==> config.mk <==
export PLATFORM = sky130hd
export DESIGN_NAME = lac_muldiv
export DESIGN_NICKNAME = d
export VERILOG_FILES = /design/src/rtl/linear_adrc_controller_macros.svh /design/src/rtl/lac_pkg.sv /design/src/rtl/lac_muldiv.sv
export SDC_FILE = /design/constraint.sdc
export NUM_CORES = 2
export LEC_CHECK = 0
export BUFFER_PORTS_ARGS = -buffer_cell sky130_fd_sc_hd__buf_2
export CAP_MARGIN = 30
export CORE_UTILIZATION = 30
export CTS_CLUSTER_SIZE = 24
export DETAILED_ROUTE_END_ITERATION = 7
export PLACE_DENSITY = 0.48
export SYNTH_ARGS = -nofsm -noshare
export SYNTH_HDL_FRONTEND = slang
export SYNTH_SLANG_ARGS = --single-unit
==> constraint.sdc <==
create_clock -name clk_i -period 16.7 [get_ports clk_i]
set_input_delay 2.505 -clock clk_i [delete_from_list [all_inputs] [get_ports clk_i]]
set_output_delay 2.505 -clock clk_i [all_outputs]
set_load 0.03 [all_outputs]
==> src/rtl/linear_adrc_controller_macros.svh <==
// ----------------------------------------------------------------------------
// linear_adrc_controller_macros.svh
// Assertion helpers shared by the controller RTL.
// ----------------------------------------------------------------------------
`ifndef LINEAR_ADRC_CONTROLLER_MACROS_SVH
`define LINEAR_ADRC_CONTROLLER_MACROS_SVH

// same-cycle implication, clocked on clk_i, off during reset
`define LAC_ASSERT_IMPL(label, ante, cons) \
  label: assert property (@(posedge clk_i) disable iff (!rst_ni) (ante) |-> (cons)) \
    else $error("lac assertion failed");

// next-cycle implication
`define LAC_ASSERT_NEXT(label, ante, cons) \
  label: assert property (@(posedge clk_i) disable iff (!rst_ni) (ante) |=> (cons)) \
    else $error("lac assertion failed");

`endif

==> src/rtl/lac_pkg.sv <==
// ----------------------------------------------------------------------------
// lac_pkg
// Types, constants and the step program of the ADRC controller.
// ----------------------------------------------------------------------------
package lac_pkg;

  localparam int DW        = 32;       // state and drive width
  localparam int FW        = 16;       // fraction bits
  localparam int WW        = 64;       // intermediate width
  localparam int DIVW      = 32;       // divisor / remainder width
  localparam int DIV_STEPS = WW + FW;  // quotient bits produced
  localparam int CNT_W     = 7;
  localparam int TMP_W     = 3;
  localparam int NUM_TMP   = 8;
  localparam int NUM_INSTR = 41;
  localparam int PC_W      = 6;
  localparam int CFG_IDX_W = 3;

  localparam logic [CFG_IDX_W-1:0] REG_SAMPLE_PERIOD = 3'd0;
  localparam logic [CFG_IDX_W-1:0] REG_TRACK_GAIN    = 3'd1;
  localparam logic [CFG_IDX_W-1:0] REG_OBS_BW        = 3'd2;
  localparam logic [CFG_IDX_W-1:0] REG_PLANT_GAIN    = 3'd3;
  localparam logic [CFG_IDX_W-1:0] REG_DRIVE_LIMIT   = 3'd4;

  localparam logic [TMP_W-1:0] T0 = 3'd0;
  localparam logic [TMP_W-1:0] T1 = 3'd1;
  localparam logic [TMP_W-1:0] T2 = 3'd2;
  localparam logic [TMP_W-1:0] T3 = 3'd3;
  localparam logic [TMP_W-1:0] T4 = 3'd4;
  localparam logic [TMP_W-1:0] T5 = 3'd5;
  localparam logic [TMP_W-1:0] T6 = 3'd6;
  localparam logic [TMP_W-1:0] T7 = 3'd7;

  localparam logic signed [WW-1:0] W_MAX = {1'b0, {(WW-1){1'b1}}};
  localparam logic signed [WW-1:0] W_MIN = {1'b1, {(WW-1){1'b0}}};

  typedef enum logic [1:0] {OP_ADD, OP_SUB, OP_MUL, OP_DIV} op_e;

  typedef enum logic [4:0] {
    SRC_ZERO, SRC_SP, SRC_Y, SRC_H, SRC_R, SRC_W0, SRC_WC, SRC_B0,
    SRC_V1, SRC_V2, SRC_Z1, SRC_Z2, SRC_Z3, SRC_UL,
    SRC_T0, SRC_T1, SRC_T2, SRC_T3, SRC_T4, SRC_T5, SRC_T6, SRC_T7
  } src_e;

  typedef enum logic [2:0] {
    ST_IDLE, ST_FETCH_A, ST_FETCH_B, ST_EXEC, ST_WAIT_MD, ST_CLAMP, ST_OUT
  } seq_state_e;

  typedef enum logic [2:0] {MD_IDLE, MD_MUL, MD_MFIN, MD_DIV, MD_DFIN} md_state_e;

  typedef struct packed {
    op_e              op;
    src_e             a;
    src_e             b;
    logic [TMP_W-1:0] dst;
    logic             dsat;  // saturate to DW instead of WW
  } instr_t;

  typedef struct packed {
    logic start;
    logic is_div;
  } md_req_t;

  function automatic instr_t mk(input op_e op, input src_e a, input src_e b,
                                input logic [TMP_W-1:0] dst, input logic dsat);
    instr_t i;
    i.op = op; i.a = a; i.b = b; i.dst = dst; i.dsat = dsat;
    return i;
  endfunction

  // one controller step; T0/T1 end as the new rate/value, T3/T5/T4 as the
  // new observer states, T2 as the quotient
  function automatic instr_t prog(input logic [PC_W-1:0] pc);
    instr_t i;
    case (pc)
      6'd0:  i = mk(OP_MUL, SRC_R,    SRC_R,  T0, 1'b0);
      6'd1:  i = mk(OP_SUB, SRC_V1,   SRC_SP, T1, 1'b0);
      6'd2:  i = mk(OP_MUL, SRC_T0,   SRC_T1, T0, 1'b0);
      6'd3:  i = mk(OP_SUB, SRC_ZERO, SRC_T0, T0, 1'b0);
      6'd4:  i = mk(OP_ADD, SRC_R,    SRC_R,  T1, 1'b0);
      6'd5:  i = mk(OP_MUL, SRC_T1,   SRC_V2, T1, 1'b0);
      6'd6:  i = mk(OP_SUB, SRC_T0,   SRC_T1, T0, 1'b0);
      6'd7:  i = mk(OP_MUL, SRC_V2,   SRC_H,  T1, 1'b0);
      6'd8:  i = mk(OP_ADD, SRC_V1,   SRC_T1, T1, 1'b1);
      6'd9:  i = mk(OP_MUL, SRC_T0,   SRC_H,  T0, 1'b0);
      6'd10: i = mk(OP_ADD, SRC_V2,   SRC_T0, T0, 1'b1);
      6'd11: i = mk(OP_SUB, SRC_Z1,   SRC_Y,  T2, 1'b0);
      6'd12: i = mk(OP_ADD, SRC_W0,   SRC_W0, T3, 1'b0);
      6'd13: i = mk(OP_ADD, SRC_T3,   SRC_W0, T3, 1'b0);
      6'd14: i = mk(OP_MUL, SRC_T3,   SRC_T2, T3, 1'b0);
      6'd15: i = mk(OP_SUB, SRC_Z2,   SRC_T3, T3, 1'b0);
      6'd16: i = mk(OP_MUL, SRC_T3,   SRC_H,  T3, 1'b0);
      6'd17: i = mk(OP_ADD, SRC_Z1,   SRC_T3, T3, 1'b1);
      6'd18: i = mk(OP_MUL, SRC_W0,   SRC_W0, T4, 1'b0);
      6'd19: i = mk(OP_ADD, SRC_T4,   SRC_T4, T5, 1'b0);
      6'd20: i = mk(OP_ADD, SRC_T5,   SRC_T4, T5, 1'b0);
      6'd21: i = mk(OP_MUL, SRC_T5,   SRC_T2, T5, 1'b0);
      6'd22: i = mk(OP_SUB, SRC_Z3,   SRC_T5, T5, 1'b0);
      6'd23: i = mk(OP_MUL, SRC_B0,   SRC_UL, T6, 1'b0);
      6'd24: i = mk(OP_ADD, SRC_T5,   SRC_T6, T5, 1'b0);
      6'd25: i = mk(OP_MUL, SRC_T5,   SRC_H,  T5, 1'b0);
      6'd26: i = mk(OP_ADD, SRC_Z2,   SRC_T5, T5, 1'b1);
      6'd27: i = mk(OP_MUL, SRC_T4,   SRC_W0, T4, 1'b0);
      6'd28: i = mk(OP_MUL, SRC_T4,   SRC_T2, T4, 1'b0);
      6'd29: i = mk(OP_SUB, SRC_ZERO, SRC_T4, T4, 1'b0);
      6'd30: i = mk(OP_MUL, SRC_T4,   SRC_H,  T4, 1'b0);
      6'd31: i = mk(OP_ADD, SRC_Z3,   SRC_T4, T4, 1'b1);
      6'd32: i = mk(OP_MUL, SRC_WC,   SRC_WC, T2, 1'b0);
      6'd33: i = mk(OP_SUB, SRC_T1,   SRC_T3, T6, 1'b0);
      6'd34: i = mk(OP_MUL, SRC_T2,   SRC_T6, T2, 1'b0);
      6'd35: i = mk(OP_SUB, SRC_T0,   SRC_T5, T6, 1'b0);
      6'd36: i = mk(OP_ADD, SRC_WC,   SRC_WC, T7, 1'b0);
      6'd37: i = mk(OP_MUL, SRC_T7,   SRC_T6, T6, 1'b0);
      6'd38: i = mk(OP_ADD, SRC_T2,   SRC_T6, T2, 1'b0);
      6'd39: i = mk(OP_SUB, SRC_T2,   SRC_T4, T2, 1'b0);
      6'd40: i = mk(OP_DIV, SRC_T2,   SRC_B0, T2, 1'b0);
      default: i = mk(OP_ADD, SRC_ZERO, SRC_ZERO, T0, 1'b0);
    endcase
    return i;
  endfunction

  // magnitude plus overflow flag and sign -> saturated wide value
  function automatic logic signed [WW-1:0] sat_mag(input logic neg, input logic over,
                                                   input logic [WW-1:0] m);
    logic signed [WW-1:0] r;
    if (neg) begin
      if (over || (m > W_MIN)) r = W_MIN;
      else r = $signed(-m);
    end else begin
      if (over || (m > W_MAX)) r = W_MAX;
      else r = $signed(m);
    end
    return r;
  endfunction

endpackage

==> src/rtl/lac_muldiv.sv <==
// ----------------------------------------------------------------------------
// lac_muldiv
// Shared fixed-point multiply (four 32x32 passes) and restoring divide.
// ----------------------------------------------------------------------------
module lac_muldiv (
  input  logic                           clk_i,
  input  logic                           rst_ni,
  input  lac_pkg::md_req_t               req_i,
  input  logic signed [lac_pkg::WW-1:0]  a_i,
  input  logic signed [lac_pkg::WW-1:0]  b_i,
  output logic                           done_o,
  output logic signed [lac_pkg::WW-1:0]  res_o
);
  import lac_pkg::*;

  localparam int PW = 2 * WW;
  localparam int SW = PW - FW;

  md_state_e            state_q, state_d;
  logic [CNT_W-1:0]     cnt_q;
  logic [WW-1:0]        ma_q, mb_q;
  logic                 neg_q, over_q, done_q;
  logic [PW-1:0]        acc_q;
  logic [WW+FW-1:0]     dvd_q;
  logic [DIVW-1:0]      den_q, rem_q;
  logic [WW-1:0]        quo_q;
  logic signed [WW-1:0] res_q;

  logic [WW/2-1:0] opa, opb;
  logic [WW-1:0]   pp;
  logic [6:0]      pp_sh;
  logic [SW-1:0]   shr;
  logic [DIVW:0]   r2, r2_sub;
  logic            ge, last_div;

  assign opa    = cnt_q[1] ? ma_q[WW-1:WW/2] : ma_q[WW/2-1:0];
  assign opb    = cnt_q[0] ? mb_q[WW-1:WW/2] : mb_q[WW/2-1:0];
  assign pp     = opa * opb;
  assign pp_sh  = {cnt_q[1] & cnt_q[0], cnt_q[1] ^ cnt_q[0], 5'd0};
  assign shr    = acc_q[PW-1:FW] + SW'(neg_q && (acc_q[FW-1:0] != '0));
  assign r2     = {rem_q, dvd_q[WW+FW-1]};
  assign r2_sub = r2 - {1'b0, den_q};
  assign ge     = r2 >= {1'b0, den_q};
  assign last_div = cnt_q == CNT_W'(DIV_STEPS - 1);

  always_ff @(posedge clk_i or negedge rst_ni) begin
    if (!rst_ni) state_q <= MD_IDLE;
    else state_q <= state_d;
  end

  always_comb begin
    state_d = state_q;
    case (state_q)
      MD_IDLE: begin
        if (req_i.start) begin
          if (!req_i.is_div) state_d = MD_MUL;
          else if (a_i != '0 && b_i > 0) state_d = MD_DIV;
        end
      end
      MD_MUL:  if (cnt_q[1:0] == 2'd3) state_d = MD_MFIN;
      MD_MFIN: state_d = MD_IDLE;
      MD_DIV:  if (last_div) state_d = MD_DFIN;
      MD_DFIN: state_d = MD_IDLE;
      default: state_d = MD_IDLE;
    endcase
  end

  always_ff @(posedge clk_i or negedge rst_ni) begin
    if (!rst_ni) begin
      done_q <= 1'b0;
      cnt_q  <= '0;
    end else begin
      done_q <= 1'b0;
      case (state_q)
        MD_IDLE: begin
          cnt_q <= '0;
          // zero numerator and non-positive divisor finish at once
          if (req_i.start && req_i.is_div && !(a_i != '0 && b_i > 0)) done_q <= 1'b1;
        end
        MD_MUL:  cnt_q <= cnt_q + 1'b1;
        MD_DIV:  cnt_q <= cnt_q + 1'b1;
        MD_MFIN: done_q <= 1'b1;
        MD_DFIN: done_q <= 1'b1;
        default: cnt_q <= '0;
      endcase
    end
  end

  always_ff @(posedge clk_i) begin
    case (state_q)
      MD_IDLE: begin
        ma_q   <= a_i[WW-1] ? WW'(-a_i) : WW'(a_i);
        mb_q   <= b_i[WW-1] ? WW'(-b_i) : WW'(b_i);
        acc_q  <= '0;
        over_q <= 1'b0;
        quo_q  <= '0;
        rem_q  <= '0;
        den_q  <= b_i[DIVW-1:0];
        dvd_q  <= {(a_i[WW-1] ? WW'(-a_i) : WW'(a_i)), {FW{1'b0}}};
        if (req_i.start) begin
          neg_q <= req_i.is_div ? a_i[WW-1] : (a_i[WW-1] ^ b_i[WW-1]);
          if (req_i.is_div) begin
            if (a_i == '0) res_q <= '0;
            else if (!(b_i > 0)) res_q <= a_i[WW-1] ? W_MIN : W_MAX;
          end
        end
      end
      MD_MUL:  acc_q <= acc_q + ({{(PW-WW){1'b0}}, pp} << pp_sh);
      MD_MFIN: res_q <= sat_mag(neg_q, |shr[SW-1:WW], shr[WW-1:0]);
      MD_DIV: begin
        if (quo_q[WW-1]) over_q <= 1'b1;
        quo_q <= {quo_q[WW-2:0], ge};
        rem_q <= ge ? r2_sub[DIVW-1:0] : r2[DIVW-1:0];
        dvd_q <= {dvd_q[WW+FW-2:0], 1'b0};
      end
      MD_DFIN: res_q <= sat_mag(neg_q, over_q, quo_q);
      default: res_q <= res_q;
    endcase
  end

  assign done_o = done_q;
  assign res_o  = res_q;

endmodule

* Word level (Yosys, flattened, before mapping)
Index checks and enable logic that the tools add are counted.
Cells by class: divide/modulo/power cells 0, equal/unequal tests 13, multiplexer cells 33, multipliers 1, reduce and logical (&&, ||, !) cells 23, bitwise operators 3, add/sub/neg operators 8, magnitude comparators 6, shift operators 1
Operator list (number):
- two-way mux 64 bit | 12
- negator 64 bit | 4
- case mux 128 bit (2 select lines) | 1
- case mux 64 bit (3 select lines) | 1
- case mux 80 bit (2 select lines) | 1
- adder 128 bit | 1
- greater-than comparator 64 x 63 -> 1 bit (second input constant) | 2
- greater-than comparator 64 bit (second input constant) | 2
- case mux 64 bit (2 select lines) | 1
- << shifter 64 x 7 -> 128 bit | 1
- adder 112 x 1 -> 112 bit | 1
- two-way mux 32 bit | 3
- greater-than comparator 64 x 1 -> 1 bit (second input constant) | 1
- zero test 64 bit | 1
- multiplier 32 x 32 -> 64 bit | 1
- case mux 32 bit (2 select lines) | 1
- nonzero test 64 bit | 1
- two-way mux 63 bit | 1
- OR reduction 48 bit | 1
- >= comparator 33 x 32 -> 1 bit | 1
- subtractor 32 bit | 1
- nonzero test 16 bit | 1
- two-way mux 3 bit | 5
- case mux 7 bit (2 select lines) | 1
- other kinds (22) | 42
Word-level totals: bits in latches 0, word-level logic and storage cells 102, bits of input ports 132, bits in registers 541, ROM bits 0, bits in writable memories 0, output and inout port bits 65, memories kept 0

* Longest topological paths before layout
depth in word-level cells 8, gate-level depth with buffers 50, gate-level depth less buffers 46

* Worst setup path before layout
No wires, ideal clock.
path kind reg2reg, from register cnt_q[1], to register acc_q[118] (data pin), data required time 16.434 ns, buffers on the path 5, cell stages (with the launch flop) 49, setup time 0.266 ns, path slack 4.022 ns, data arrival time 12.412 ns, clock period less this slack 12.678 ns, cell sequence dfrtp_1 clkbuf_1 buf_1 mux2i_1 clkbuf_1 nor2_1 fa_1 inv_1 fa_1 inv_1 fa_1 inv_1 fa_1 inv_1 fa_1 fa_1 fa_1 inv_1 [13 not listed] xnor2_1 mux2_2 nor2_1 ha_1 clkbuf_1 a21o_1 a21o_1 a21oi_1 o21ai_0 a221o_1 a21oi_1 nor3_1 or3b_2 a21o_1 a2111oi_0 o21ai_0 xnor2_1 nor2_1
On the way: word-level cells in the longest chain between the ends 5, elaborated cells on any way between the ends 7, classes of those cells add/sub (1); mul (1); shift (1); mux (2); bitwise (2)
Ends and longest elaborated chain:
- start, declared | line lac_muldiv.sv:20 | logic [CNT_W-1:0] cnt_q;
- start signal, assigned | line lac_muldiv.sv:80 | MD_MUL: cnt_q <= cnt_q + 1'b1;
- start signal, assigned | line lac_muldiv.sv:81 | MD_DIV: cnt_q <= cnt_q + 1'b1;
- two-way mux 32 bit | line lac_muldiv.sv:36 | assign opa = cnt_q[1] ? ma_q[WW-1:WW/2] : ma_q[WW/2-1:0];
- multiplier 32 x 32 -> 64 bit | line lac_muldiv.sv:38 | assign pp = opa * opb;
- << shifter 64 x 7 -> 128 bit * | line lac_muldiv.sv:108 | MD_MUL: acc_q <= acc_q + ({{(PW-WW){1'b0}}, pp} << pp_sh);
- adder 128 bit * | line lac_muldiv.sv:108
- case mux 128 bit (2 select lines) * | line lac_muldiv.sv:90 | case (state_q)
- end signal, assigned | line lac_muldiv.sv:108
- end, declared | line lac_muldiv.sv:23 | logic [PW-1:0] acc_q;
Mark *: on every way between the ends. The rest lies on a longest branch, timed or not. A chain may end at the register's enable or synchronous reset.

* Final worst setup path
Same ends and word-level chain as after synthesis.

==> results by group <==
Run status
  • Status: finished, violations left
  • Violated checks: design-rule violations

STA
  • Slew Limit Fails: 0
  • Post-Route Skew: 0.0772 ns
  • Min cycle time layout: 14.74 ns
  • Final setup violating endpoints: 0
  • Final hold viol count: 0
  • Worst slew pin tran: 1.13 ns
  • Hold_ws: 0.509 ns
  • Unrepaired setup endpoints after global routing: no
  • Rel. slew slack: 24.3%
  • Final setup margin: 1.96 ns
  • Max Clk Rate: 0.0678 GHz
  • Final worst path period share: 88.3%
  • Setup TNS: 0 ns

Floorplanning
  • Core region area: 238000 um2
  • Chip height: 491 um
  • Die W: 491 um
  • FP Rows: 179
  • Initial Utilization: 30.2%
  • Full die area: 241000 um2
  • Num ports: 197

CTS
  • Hold Buf Count CTS: 0
  • CTS resizes: 0
  • Reg clk slew, reported paths: 0.06 ns
  • Root Driver: clkbuf_16
  • Total CTS buffers: 73
  • CTS H-tree lvls: 3
  • TritonCTS clock tree: yes
  • Clk buf depth: 3
  • Clock Sink Count: 524
  • Post-CTS setup buffers: 0
  • Later-pin clock latency in the skew report: 0.77 ns

Route
  • Vias: 60900
  • DRC errors left: 40
  • Initial drt markers: 5126
  • ANT nets after route: 0
  • DR WL/cell: 25.5 um
  • Vias/cell: 5.36
  • DRT Pass-1 Iters: 8
  • Final wirelength: 290000 um

Global route
  • Initial antenna violation count: 18
  • Vias in the first global route: 62700
  • GRT Overall Usage: 23.8%
  • First-pass GRT wire length: 426000 um
  • Pin count of the biggest net entering global routing: 175
  • Top Usage Layer GRT: met2
  • Remaining global-route overflow: 0
  • M2 GR Usage: 39.2%
  • Met3 GRT Util: 4.00%
  • Met1 usage: 30.5%

Setup path
  • Critical Path Max Stage Delay: 0.91 ns
  • CP max stage cell: dfrtp_4
  • Setup crit end kind: flip-flop
  • Worst setup SP type: flip-flop
  • Most used cell, CP: fa_1
  • CP Max Fanout: 47
  • Worst Path Required: 17.11 ns
  • Crit Path Class: reg -> reg
  • Worst r2r path cells: 42
  • CP top delay family: adder cells
  • Arr. time, crit path: 15.15 ns
  • Buf+Inv Stages, Crit Path: 5
  • Setup slack, reg-to-reg: 1.96 ns
  • Critical path depth in cells: 42

Synthesis
  • Ys flop type: edfxtp_1
  • Post-synth cell types: 88
  • Area leader, netlist: fa_1
  • Most common cell in the netlist: nor2_1
  • Post-synthesis average cell area: 8.83 um2
  • Yosys Warn Count: 0
  • Top cells by area, synth: fa_1, edfxtp_1, ha_1
  • Post-synth EDFFs: 513
  • Seq/Total Area, Yosys: 21.8%
  • Syn Std Cell Area: 71900 um2
  • Post-synth top area share: 25.0%
  • Top post-synthesis cells by count: nor2_1, inv_1, fa_1, nand2_1, edfxtp_1
  • Flop and latch count out of synthesis: 524
  • Syn nets: 9594
  • Async set or reset register ratio after synthesis: 2.10%
  • Post-Syn Instances: 8134

Cells and area
  • Layout Area Growth over Synthesis: 10.2%
  • Design area: 79200 um2
  • Final nets: 9598
  • Fillers: 24900
  • Layout cells sized above 1: 7.93%

Job
  • Max Cap Violations: 0

Place
  • Dpl ws: 2.17 ns
  • DP HPWL: 235000 um
  • Cell area after placement: 76600 um2
  • Final weighted congestion in routability-driven placement: 0.966
  • Port Buffers: 196

Min path
  • Hold Crit Depth: 2
  • Hold Crit Class: reg -> reg
cell usage in the layout (no fill, tap or decap), types with 46 or more instances in the layout:
cell type,count
inv_1,1025
clkbuf_16,73
edfxtp_1,513
nand2_1,800
buf_4,122
or3_1,55
a21o_1,145
nand4_1,135
xnor2_1,308
o31ai_1,48
nor2_1,1230
mux2i_1,51
nand3_1,184
a221o_1,55
nor4_1,64
o21ai_0,244
and2_1,71
buf_2,196
o21bai_1,46
xor2_1,167
mux2_2,78
a31oi_1,48
ha_1,430
fa_1,898
nor3_1,118
a21oi_1,338
and3_1,127
cell families (layout without fill, tap and decap cells):
family	Yosys count	after routing	share of synthesized area [%]
buffers and inverters	1423	1486	7.47
AO/OA/AOI/OAI	1213	1213	11.0
flip-flops	524	524	21.8
AND/OR/NAND/NOR	2989	2989	18.7
adder cells (fa/ha/maj)	1328	1328	32.5
XOR/XNOR	475	475	5.79
other	0	13	0
multiplexers	182	182	2.67
layer usage:
| metal | share of wire [%] | up-vias |
|---|---|---|
| met5 | 0.020 | - |
| met4 | 5.1 | 8 |
| met3 | 6.7 | 535 |
| met2 | 47 | 2281 |
| met1 | 42 | 31000 |
| li1 | - | 27200 |
stage by stage:
step           util [%]  cells
3_3_place_gp       32.2  11200
6_report           33.2  11400
2_1_floorplan         -   8134
3_5_place_dp       32.2  11200
4_1_cts            33.2  11400
5_1_grt            33.2  11400
worst reg2reg max path, delay by kind of cell (launching register included):
kind / cells / cell delay [ns]
flops: 1 / 0.91
simple gates: 9 / 2.30
xor+xnor: 2 / 0.35
fa+ha+maj: 10 / 4.95
mux: 2 / 1.21
compound gates: 14 / 3.98
buf+inv: 5 / 0.71
sequential cells by signal, summed over array words and instances (netlist names), 3 cells and up:
register / flops
acc_q: 128
dvd_q: 64
ma_q: 64
mb_q: 64
quo_q: 64
res_o: 64
rem_q: 32
den_q: 31
cnt_q: 7
state_q: 3
worst paths after layout:
kind                       startpoint         end
max reg2reg                  cnt_q[1]  acc_q[118]
min in group asynchronous      rst_ni      done_o
min reg2reg                 dvd_q[65]   dvd_q[66]
min                         dvd_q[65]   dvd_q[66]
max in group asynchronous      rst_ni    cnt_q[1]
max                          cnt_q[1]  acc_q[118]
layout make-up:
class	instances	area (um2)	area share [%]
antenna	13	32.5	0.0411
clock buffer	83	1860	2.36
clock inverter	51	587	0.741
inverter	1029	3870	4.89
multi-input combinational	6187	51200	64.6
sequential	524	15700	19.8
tap	3167	3960	5.01
timing repair buffer	323	2000	2.52
Power is left out: the tool's default activity adds up to more than one toggle a clock period on the data nets, which glitch-free logic cannot reach.
